--- src/sv/hmd_pkg.sv ---
// Package for the Hamming (63,57) stream decoder: shared widths, types and
// the syndrome / data extraction functions. No dependencies.
`timescale 1ns / 1ps

package hmd_pkg;

   localparam int CW_LEN   = 63;
   localparam int DATA_LEN = 57;
   localparam int CHK_BITS = 6;
   localparam int BYTE_W   = 8;
   localparam int FILL_W   = 6;
   localparam int TOTAL_W  = 32;
   // fill level at and above which the next word completes a codeword
   localparam int FILL_NEAR = CW_LEN - BYTE_W;

   typedef logic [CW_LEN-1:0]   codeword_type;
   typedef logic [DATA_LEN-1:0] data_bits_type;
   typedef logic [CHK_BITS-1:0] syndrome_type;

   typedef struct packed {
      logic         valid;
      codeword_type word;
   } cw_slot_type;

   // positions p (1..63) whose bit k is set; bit p-1 of the mask
   function automatic codeword_type pos_mask(input int k);
      codeword_type m;
      m = '0;
      for (int p = 1; p <= CW_LEN; p++) begin
         m[p-1] = p[k];
      end
      return m;
   endfunction

   function automatic syndrome_type syndrome_of(input codeword_type w);
      syndrome_type s;
      for (int k = 0; k < CHK_BITS; k++) begin
         s[k] = ^(w & pos_mask(k));
      end
      return s;
   endfunction

   // data bits sit at positions that are not powers of two, ascending
   function automatic data_bits_type extract_data(input codeword_type w);
      data_bits_type d;
      int j;
      d = '0;
      j = 0;
      for (int p = 1; p <= CW_LEN; p++) begin
         if ((p & (p - 1)) != 0) begin
            d[j] = w[p-1];
            j++;
         end
      end
      return d;
   endfunction

endpackage

--- src/sv/hmd_if.sv ---
// Stream channel interfaces for the decoder: code bytes in, data bytes out.
// Depends on hmd_pkg for field widths.
`timescale 1ns / 1ps

interface hmd_req_if;
   logic                        valid;
   logic                        ready;
   logic [hmd_pkg::BYTE_W-1:0]  rx_byte;

   modport source (output valid, output rx_byte, input ready);
   modport sink   (input valid, input rx_byte, output ready);
endinterface

interface hmd_rsp_if;
   logic                        valid;
   logic                        ready;
   logic [hmd_pkg::BYTE_W-1:0]  data_byte;
   logic                        last_of_run;
   logic                        word_corrected;
   logic [hmd_pkg::TOTAL_W-1:0] corrected_total;

   modport source (output valid, output data_byte, output last_of_run,
                   output word_corrected, output corrected_total, input ready);
   modport sink   (input valid, input data_byte, input last_of_run,
                   input word_corrected, input corrected_total, output ready);
endinterface

--- src/sv/hmd_front.sv ---
// Front end: takes code bytes and assembles 63-bit codewords, pushing each
// finished codeword into the queue. Depends on hmd_pkg and hmd_req_if.
`timescale 1ns / 1ps

module hmd_front (
   input  logic                 clock,
   input  logic                 reset,
   hmd_req_if.sink              req_bus,
   input  logic                 can_push,
   output hmd_pkg::cw_slot_type push
);

   localparam int COMB_W = hmd_pkg::CW_LEN + hmd_pkg::BYTE_W;

   hmd_pkg::codeword_type      cw_ff, cw_in;
   logic [hmd_pkg::FILL_W-1:0] fill_ff, fill_in;
   logic [hmd_pkg::FILL_W:0]   fill_sum;
   logic [COMB_W-1:0]          combined;
   logic                       take, done;

   // stall only when this word could finish a codeword and there is no room
   assign req_bus.ready = can_push ||
                          (fill_ff < hmd_pkg::FILL_W'(hmd_pkg::FILL_NEAR));
   assign take = req_bus.valid && req_bus.ready;

   always_comb begin
      combined = {{hmd_pkg::BYTE_W{1'b0}}, cw_ff} |
                 (COMB_W'(req_bus.rx_byte) << fill_ff);
      fill_sum = {1'b0, fill_ff} + (hmd_pkg::FILL_W+1)'(hmd_pkg::BYTE_W);
      done     = fill_sum >= (hmd_pkg::FILL_W+1)'(hmd_pkg::CW_LEN);
      if (done) begin
         fill_in = hmd_pkg::FILL_W'(fill_sum - (hmd_pkg::FILL_W+1)'(hmd_pkg::CW_LEN));
         cw_in   = hmd_pkg::CW_LEN'(combined[COMB_W-1:hmd_pkg::CW_LEN]);
      end else begin
         fill_in = fill_sum[hmd_pkg::FILL_W-1:0];
         cw_in   = combined[hmd_pkg::CW_LEN-1:0];
      end
      push.valid = take && done;
      push.word  = combined[hmd_pkg::CW_LEN-1:0];
   end

   always_ff @(posedge clock) begin
      if (reset) begin
         cw_ff   <= '0;
         fill_ff <= '0;
      end else if (take) begin
         cw_ff   <= cw_in;
         fill_ff <= fill_in;
      end
   end

endmodule

--- src/sv/hmd_queue.sv ---
// Short codeword queue between front and back ends.
// Depends on hmd_pkg.
`timescale 1ns / 1ps

module hmd_queue #(
   parameter int DEPTH = 2
) (
   input  logic                 clock,
   input  logic                 reset,
   input  hmd_pkg::cw_slot_type push,
   output logic                 can_push,
   input  logic                 pop,
   output hmd_pkg::cw_slot_type head
);

   localparam int PTR_W = (DEPTH > 1) ? $clog2(DEPTH) : 1;
   localparam int CNT_W = $clog2(DEPTH + 1);

   hmd_pkg::codeword_type slots_ff [DEPTH];
   logic [PTR_W-1:0]      wr_ptr_ff, rd_ptr_ff;
   logic [CNT_W-1:0]      count_ff;
   logic                  do_push, do_pop;

   assign can_push   = count_ff != CNT_W'(DEPTH);
   assign do_push    = push.valid && can_push;
   assign do_pop     = pop && (count_ff != '0);
   assign head.valid = count_ff != '0;
   assign head.word  = slots_ff[rd_ptr_ff];

   function automatic logic [PTR_W-1:0] bump(input logic [PTR_W-1:0] p);
      return (p == PTR_W'(DEPTH - 1)) ? '0 : p + PTR_W'(1);
   endfunction

   always_ff @(posedge clock) begin
      if (do_push) begin
         slots_ff[wr_ptr_ff] <= push.word;
      end
      if (reset) begin
         wr_ptr_ff <= '0;
         rd_ptr_ff <= '0;
         count_ff  <= '0;
      end else begin
         if (do_push) wr_ptr_ff <= bump(wr_ptr_ff);
         if (do_pop)  rd_ptr_ff <= bump(rd_ptr_ff);
         if (do_push && !do_pop)      count_ff <= count_ff + CNT_W'(1);
         else if (do_pop && !do_push) count_ff <= count_ff - CNT_W'(1);
      end
   end

endmodule

--- src/sv/hmd_back.sv ---
// Back end: syndrome stage, correction and data extraction, then a byte
// packer feeding the output register. Depends on hmd_pkg and hmd_rsp_if.
`timescale 1ns / 1ps

module hmd_back (
   input  logic                 clock,
   input  logic                 reset,
   input  hmd_pkg::cw_slot_type head,
   output logic                 pop,
   hmd_rsp_if.source            rsp_bus
);

   localparam int BUF_W = 64;
   localparam int BITS_W = 7;

   // syndrome stage
   logic                  dec_valid_ff;
   hmd_pkg::codeword_type dec_word_ff;
   hmd_pkg::syndrome_type dec_syn_ff;

   // packer
   logic [BUF_W-1:0]           buf_ff, buf_in, rem_buf;
   logic [BITS_W-1:0]          bits_ff, bits_in, bits_after;
   logic                       corr_ff;
   logic [hmd_pkg::TOTAL_W-1:0] total_ff, total_in;

   // output register
   logic                        out_valid_ff;
   logic [hmd_pkg::BYTE_W-1:0]  out_byte_ff;
   logic                        out_last_ff, out_corr_ff;
   logic [hmd_pkg::TOTAL_W-1:0] out_total_ff;

   logic                  out_free, emit_byte, emit_load, corr_now;
   logic [BUF_W-1:0]      flip_oh;
   hmd_pkg::data_bits_type data_now;

   assign out_free  = !out_valid_ff || rsp_bus.ready;
   assign emit_byte = out_free && (bits_ff >= BITS_W'(hmd_pkg::BYTE_W));
   assign pop       = head.valid && (!dec_valid_ff || emit_load);

   always_comb begin
      rem_buf    = emit_byte ? (buf_ff >> hmd_pkg::BYTE_W) : buf_ff;
      bits_after = emit_byte ? bits_ff - BITS_W'(hmd_pkg::BYTE_W) : bits_ff;
      emit_load  = dec_valid_ff && (bits_after < BITS_W'(hmd_pkg::BYTE_W));
      // one-hot of the syndrome; syndrome zero lands in bit 0 and is dropped
      flip_oh    = BUF_W'(1) << dec_syn_ff;
      data_now   = hmd_pkg::extract_data(dec_word_ff ^ flip_oh[BUF_W-1:1]);
      corr_now   = dec_syn_ff != '0;
      total_in   = (corr_now && (total_ff != '1)) ?
                   total_ff + hmd_pkg::TOTAL_W'(1) : total_ff;
      if (emit_load) begin
         buf_in  = rem_buf | (BUF_W'(data_now) << bits_after[2:0]);
         bits_in = bits_after + BITS_W'(hmd_pkg::DATA_LEN);
      end else begin
         buf_in  = rem_buf;
         bits_in = bits_after;
      end
   end

   always_ff @(posedge clock) begin
      if (pop) begin
         dec_word_ff <= head.word;
         dec_syn_ff  <= hmd_pkg::syndrome_of(head.word);
      end
      if (emit_byte) begin
         out_byte_ff  <= buf_ff[hmd_pkg::BYTE_W-1:0];
         out_last_ff  <= bits_ff < BITS_W'(2 * hmd_pkg::BYTE_W);
         out_corr_ff  <= corr_ff;
         out_total_ff <= total_ff;
      end
      if (emit_load) begin
         corr_ff <= corr_now;
      end
      if (reset) begin
         dec_valid_ff <= 1'b0;
         buf_ff       <= '0;
         bits_ff      <= '0;
         total_ff     <= '0;
         out_valid_ff <= 1'b0;
      end else begin
         if (pop)            dec_valid_ff <= 1'b1;
         else if (emit_load) dec_valid_ff <= 1'b0;
         buf_ff  <= buf_in;
         bits_ff <= bits_in;
         if (emit_load) total_ff <= total_in;
         if (emit_byte)          out_valid_ff <= 1'b1;
         else if (rsp_bus.ready) out_valid_ff <= 1'b0;
      end
   end

   assign rsp_bus.valid           = out_valid_ff;
   assign rsp_bus.data_byte       = out_byte_ff;
   assign rsp_bus.last_of_run     = out_last_ff;
   assign rsp_bus.word_corrected  = out_corr_ff;
   assign rsp_bus.corrected_total = out_total_ff;

endmodule

--- src/sv/hamming_63_57_stream_decoder.sv ---
// Channel   Dir  Fields                                                 Handshake
// req_bus   in   rx_byte[7:0]                                           valid/ready
// rsp_bus   out  data_byte[7:0], last_of_run, word_corrected,
//                corrected_total[31:0]                                  valid/ready
//
// One code byte is taken per cycle while req_bus.ready is high. A codeword
// completes every 7 or 8 bytes and yields 7 or 8 data bytes, sent one per cycle
// by the packer while rsp_bus is ready. A codeword is registered in queue,
// syndrome stage, packer and output register. Synchronous reset clears fill
// levels, queue, count and valid flags. req_bus.ready falls only while the
// codeword queue is full and the current codeword is one byte from completing.
`timescale 1ns / 1ps

module hamming_63_57_stream_decoder #(
   parameter int QUEUE_DEPTH = 2
) (
   input  logic       clock,
   input  logic       reset,
   hmd_req_if.sink    req_bus,
   hmd_rsp_if.source  rsp_bus
);

   hmd_pkg::cw_slot_type push, head;
   logic                 can_push, pop;

   hmd_front u_front (
      .clock    (clock),
      .reset    (reset),
      .req_bus  (req_bus),
      .can_push (can_push),
      .push     (push)
   );

   hmd_queue #(.DEPTH(QUEUE_DEPTH)) u_queue (
      .clock    (clock),
      .reset    (reset),
      .push     (push),
      .can_push (can_push),
      .pop      (pop),
      .head     (head)
   );

   hmd_back u_back (
      .clock   (clock),
      .reset   (reset),
      .head    (head),
      .pop     (pop),
      .rsp_bus (rsp_bus)
   );

   // a finished codeword must never be dropped at a full queue
   a_push_room: assert property (@(posedge clock) disable iff (reset)
      push.valid |-> can_push)
      else $error("codeword pushed into full queue");

   a_pop_head: assert property (@(posedge clock) disable iff (reset)
      pop |-> head.valid)
      else $error("pop from empty queue");

   a_reset_quiet: assert property (@(posedge clock)
      $past(reset) |-> !rsp_bus.valid)
      else $error("output valid right after reset");

   // a completing word is only taken with room in the queue
   a_ready_room: assert property (@(posedge clock) disable iff (reset)
      (req_bus.valid && req_bus.ready && !can_push) |-> !push.valid)
      else $error("word accepted without queue room");

endmodule

--- src/flat_wrapper.sv ---
// flat-port wrapper written by rule: the top's interface ports become plain ports
module hamming_63_57_stream_decoder_flat 
#(
   parameter int QUEUE_DEPTH = 2
)
  (clock, reset, req_bus_valid, req_bus_rx_byte, req_bus_ready, rsp_bus_valid, rsp_bus_data_byte, rsp_bus_last_of_run, rsp_bus_word_corrected, rsp_bus_corrected_total, rsp_bus_ready);
  hmd_req_if req_bus_i ();
  hmd_rsp_if rsp_bus_i ();
  input  logic clock;
  input  logic reset;
  input wire logic [$bits(req_bus_i.valid)-1:0] req_bus_valid;
  input wire logic [$bits(req_bus_i.rx_byte)-1:0] req_bus_rx_byte;
  output wire logic [$bits(req_bus_i.ready)-1:0] req_bus_ready;
  output wire logic [$bits(rsp_bus_i.valid)-1:0] rsp_bus_valid;
  output wire logic [$bits(rsp_bus_i.data_byte)-1:0] rsp_bus_data_byte;
  output wire logic [$bits(rsp_bus_i.last_of_run)-1:0] rsp_bus_last_of_run;
  output wire logic [$bits(rsp_bus_i.word_corrected)-1:0] rsp_bus_word_corrected;
  output wire logic [$bits(rsp_bus_i.corrected_total)-1:0] rsp_bus_corrected_total;
  input wire logic [$bits(rsp_bus_i.ready)-1:0] rsp_bus_ready;
  assign req_bus_i.valid = req_bus_valid;
  assign req_bus_i.rx_byte = req_bus_rx_byte;
  assign req_bus_ready = req_bus_i.ready;
  assign rsp_bus_valid = rsp_bus_i.valid;
  assign rsp_bus_data_byte = rsp_bus_i.data_byte;
  assign rsp_bus_last_of_run = rsp_bus_i.last_of_run;
  assign rsp_bus_word_corrected = rsp_bus_i.word_corrected;
  assign rsp_bus_corrected_total = rsp_bus_i.corrected_total;
  assign rsp_bus_i.ready = rsp_bus_ready;
  hamming_63_57_stream_decoder #(.QUEUE_DEPTH(QUEUE_DEPTH)) u_core (.clock(clock), .reset(reset), .req_bus(req_bus_i), .rsp_bus(rsp_bus_i));
endmodule
--- config.mk ---
export PLATFORM = sky130hd
export DESIGN_NAME = hamming_63_57_stream_decoder_flat
export DESIGN_NICKNAME = d
export VERILOG_FILES = /design/src/sv/hmd_pkg.sv /design/src/sv/hmd_if.sv /design/src/sv/hmd_front.sv /design/src/sv/hmd_queue.sv /design/src/sv/hmd_back.sv /design/src/sv/hamming_63_57_stream_decoder.sv /design/src/flat_wrapper.sv
export SDC_FILE = /design/constraint.sdc
export NUM_CORES = 1
export LEC_CHECK = 0
export BUFFER_PORTS_ARGS = -buffer_cell sky130_fd_sc_hd__buf_2
export CAP_MARGIN = 30
export CORE_AREA = 2 2 230 232
export CTS_CLUSTER_SIZE = 24
export DETAILED_ROUTE_END_ITERATION = 8
export DIE_AREA = 0 0 232 234
export MAX_ROUTING_LAYER = met4
export SLEW_MARGIN = 10
export SYNTH_ARGS = -nofsm -noshare
export SYNTH_HDL_FRONTEND = slang
export SYNTH_SLANG_ARGS = --single-unit
--- constraint.sdc ---
create_clock -name clock -period 5.4 [get_ports clock]
set_input_delay 0 -clock clock [delete_from_list [all_inputs] [get_ports clock]]
set_output_delay 0 -clock clock [all_outputs]
set_load 0.02 [all_outputs]
==> flow_metrics.py <==
metrics = {
    "place": {
        "place_ws_ns": 1.50,
        "io_buffers": 55,
        "routabilityCongestion": 0.913,
        "place_area_um2": 21400,
        "hpwl_mm": 34.9,
    },
    "run_status": {
        "status": "complete, no violations",
    },
    "final_layout": {
        "fin_area_um2": 22900,
        "antenna_cells": 0,
        "synthToLayoutAreaGrowth_pct": 11.1,
        "n_fill_cell": 4914,
        "multi_input_area_um2": 9340,
        "seqCellArea_um2": 10600,
        "final_net_count": 1883,
        "layout-drive-gt1-share_pct": 15.6,
    },
    "global_routing": {
        "grt_use_met1_pct": 25.9,
        "grt_max_degree": 73,
        "first_global_vias": 13303,
        "grt_use_met2_pct": 28.4,
        "antenna_found_initial": 0,
        "use_met3_pct": 2.21,
        "grt_overflow": 0,
        "grt.total_usage_pct": 18.7,
        "top_usage_layer": "met2",
        "grt_pass1_wl_mm": 76.7,
    },
    "synthesis": {
        "seq_area_frac_synth_pct": 51.2,
        "synth-seq-cells": 411,
        "netlist_top_cells_area": "edfxtp_1, dfxtp_1, mux4_2",
        "synth_top_area_share_pct": 33.8,
        "synth_top_area_cell": "edfxtp_1",
        "synth_ff_type": "edfxtp_1",
        "synthesis.area_um2": 20600,
        "yosys_warnings": 0,
        "synth_nets": 1868,
        "synth_cell_types": 73,
        "ys_async_sr_fraction_pct": 0,
        "synth_edf_count": 232,
        "netlist_instances": 1847,
        "syn_area_per_cell_um2": 11.1,
    },
    "critical_path": {
        "crit_type": "reg -> reg",
        "start_kind": "register",
        "worstPathMaxFanout": 25,
        "ff2ff_setup_slack_ns": 1.48,
        "reg2regPathDepth": 7,
        "cp.arrival_ns": 4.13,
        "crit_required_ns": 5.61,
        "crit_path_end_kind": "register",
    },
    "clock_network": {
        "cts_sinks": 411,
        "clkLatencyLatePin_ns": 0.55,
        "cts_setup_buffers": 0,
        "cts.root.buffer_cell": "clkbuf_16",
        "cts_buffers": 43,
        "htreeDepth": 2,
        "cts_buffer_depth": 3,
        "cts_resized": 0,
        "path_clk_slew_ns": 0.06,
        "cts_tree": "yes",
    },
    "pwr": {
        "p_per_area_nw_per_um2": 523,
        "vdd_drop_max_uv": 339,
        "total_power_mw": 12.0,
        "leakagePower_nw": 8.29,
    },
    "timing": {
        "period_share_pct": 72.5,
        "fmax_mhz": 255,
        "finalClockSkew_ns": 0.0162,
        "slew-limit-headroom_pct": 35.6,
        "setup_violations": 0,
        "worst_slew_pin_slew_ns": 0.956,
        "holdWs_ns": 0.101,
        "drv_slew": 0,
        "finalWorstSetupSlack_ns": 1.48,
        "hold_viol": 0,
        "rsz0062_at_grt": "no",
        "finalSetupTns_ns": 0,
        "period_needed_ns": 3.92,
    },
    "route": {
        "routed_wl_mm": 49.2,
        "drtPass1Iterations": 5,
        "final_antenna_net_count": 0,
        "wl_per_cell_um": 19.1,
        "drt_iter0_drc": 921,
        "viasPerCell": 5.34,
        "dr_total_vias": 13785,
        "drc_errors": 0,
    },
    "floorplanning": {
        "die_w_um": 232,
        "dieArea_um2": 54300,
        "die_h_um": 234,
        "fp.coreArea_um2": 52000,
        "ios": 56,
        "initial_core_util_pct": 39.6,
        "rows": 84,
    },
    "min_path": {
        "worstHoldPathCells": 5,
        "hold_class": "in -> reg",
    },
    "run": {
        "cap_violations": 0,
    },
}
synth_stat cells (all sizes together) (3+ instances only):
cell and count:
nand2 114, a21o 54, xor2 88, nand4b 5
nand4 22, xnor2 121, nor2 296, clkbuf 64
nor3b 40, and2 11, and2b 5, nor4 7
and4 5, nor4b 3, o311ai 7, a22oi 3
mux2 71, nor2b 11, a32oi 4, nand3 40
xnor3 4, a211o 5, nor3 22, mux4 53
nand2b 11, o211ai 5, a22o 3, or3 5
inv 56, dfxtp 179, o22a 41, and3 8
a31oi 31, o21ai 34, mux2i 51, and4bb 7
a211oi 4, a21oi 40, edfxtp 232, buf 48
ha 9, o31ai 5
state kept, by name, summed over array words and instances, names as in the netlist, named ones only:
register / count
u_core.u_back.bits_ff: 7
u_core.u_front.fill_ff: 6
u_core.u_back.buf_ff: 64
u_core.u_back.corr_ff: 1
u_core.u_queue.wr_ptr_ff: 1
u_core.u_back.dec_valid_ff: 1
u_core.u_queue.count_ff: 2
u_core.u_back.dec_word_ff: 57
u_core.u_queue.rd_ptr_ff: 1
u_core.u_back.rsp_bus.data_byte: 8
u_core.u_queue.slots_ff: 126
u_core.u_back.total_ff: 32
u_core.u_front.cw_ff: 63
u_core.u_back.dec_syn_ff: 6
u_core.u_back.rsp_bus.word_corrected: 1
u_core.u_back.rsp_bus.corrected_total: 32
u_core.u_back.rsp_bus.last_of_run: 1
u_core.u_back.rsp_bus.valid: 1
repair_timing:
action,in CTS,in global routing
hold endpoints to repair,48,0
hold buffers,4,0
setup endpoints to repair,0,0
layout by cell type, fill, tap and decap left out, types with 9 or more instances in the layout:
cell type / instances
nand4_1: 21
edfxtp_1: 232
dfxtp_1: 175
xor2_1: 88
clkbuf_1: 9
nand3_1: 39
nand2b_1: 11
nor2_1: 295
nor3b_1: 40
mux2_2: 71
o22a_1: 41
xnor2_1: 121
ha_1: 9
buf_4: 19
inv_1: 53
nand2_1: 113
buf_2: 55
a31oi_1: 31
mux4_2: 53
a21oi_1: 40
nor3_1: 16
a21o_1: 54
nor2b_1: 10
o21ai_0: 31
clkbuf_16: 44
mux2i_1: 51
kinds of logic (layout without fill, tap and decap cells):
family / count (synthesis) / after routing / share of synthesized area [%]
and+or+nand+nor: 617 / 617 / 14.6
DFF: 411 / 411 / 51.2
AOI/OAI and AO/OA: 253 / 253 / 8.65
xor gates and xnor gates: 213 / 213 / 9.33
muxes: 175 / 175 / 12.2
buffers and inverters: 169 / 217 / 3.48
adders and majority gates: 9 / 9 / 0.547
worst max-delay path, stage by stage (launching register included):
cell and delay [ns]:
dfxtp_1 0.82, inv_1 0.24, ha_1 0.39, o31a_1 0.28
o21ai_0 0.51, and3_1 0.39, and2_2 0.52, buf_4 0.41
path summary, 6_finish.rpt:
| check | endpoint | start |
|---|---|---|
| max | u_core.u_queue.slots_ff[1][31] | u_core.u_front.fill_ff[3] |
| min | u_core.u_front.cw_ff[7] | req_bus_rx_byte[7] |
| max reg2reg | u_core.u_queue.slots_ff[1][31] | u_core.u_front.fill_ff[3] |
| min reg2reg | u_core.u_back.rsp_bus.data_byte[6] | u_core.u_back.buf_ff[6] |
area by class of cell:
cell class / instances / share of cell area (%)
clock inverter: 20 / 0.602
sequential: 411 / 46.2
multi-input combinational: 1267 / 40.9
tap: 688 / 3.76
clock buffer: 58 / 5.26
timing repair buffer: 82 / 2.40
inverter: 57 / 0.941
routing by layer:
| metal | part of all wire (%) | vias to the layer above | routed length, µm |
|---|---|---|---|
| li1 | - | 6645 | - |
| met1 | 47 | 6722 | 23200 |
| met2 | 45 | 334 | 22400 |
| met3 | 4.0 | 84 | 1990 |
| met4 | 3.3 | 0 | 1650 |
| met5 | 0 | - | 0 |
power by group:
group	internal, mW	switching [mW]	leakage [nW]
combinational	1.95	2.59	3.96
clock	1.62	1.23	0.660
sequential	4.08	0.499	3.68
total	7.65	4.31	8.29
through the flow:
| stage | util, % | std cells |
|---|---|---|
| floorplan | - | 1847 |
| global placement | 41.1 | 2496 |
| detailed placement | 41.2 | 2498 |
| CTS | 43.9 | 2580 |
| global route | 44.0 | 2583 |
| finish | 44.0 | 2583 |
No activity file was read; power rests on OpenSTA's default activity.
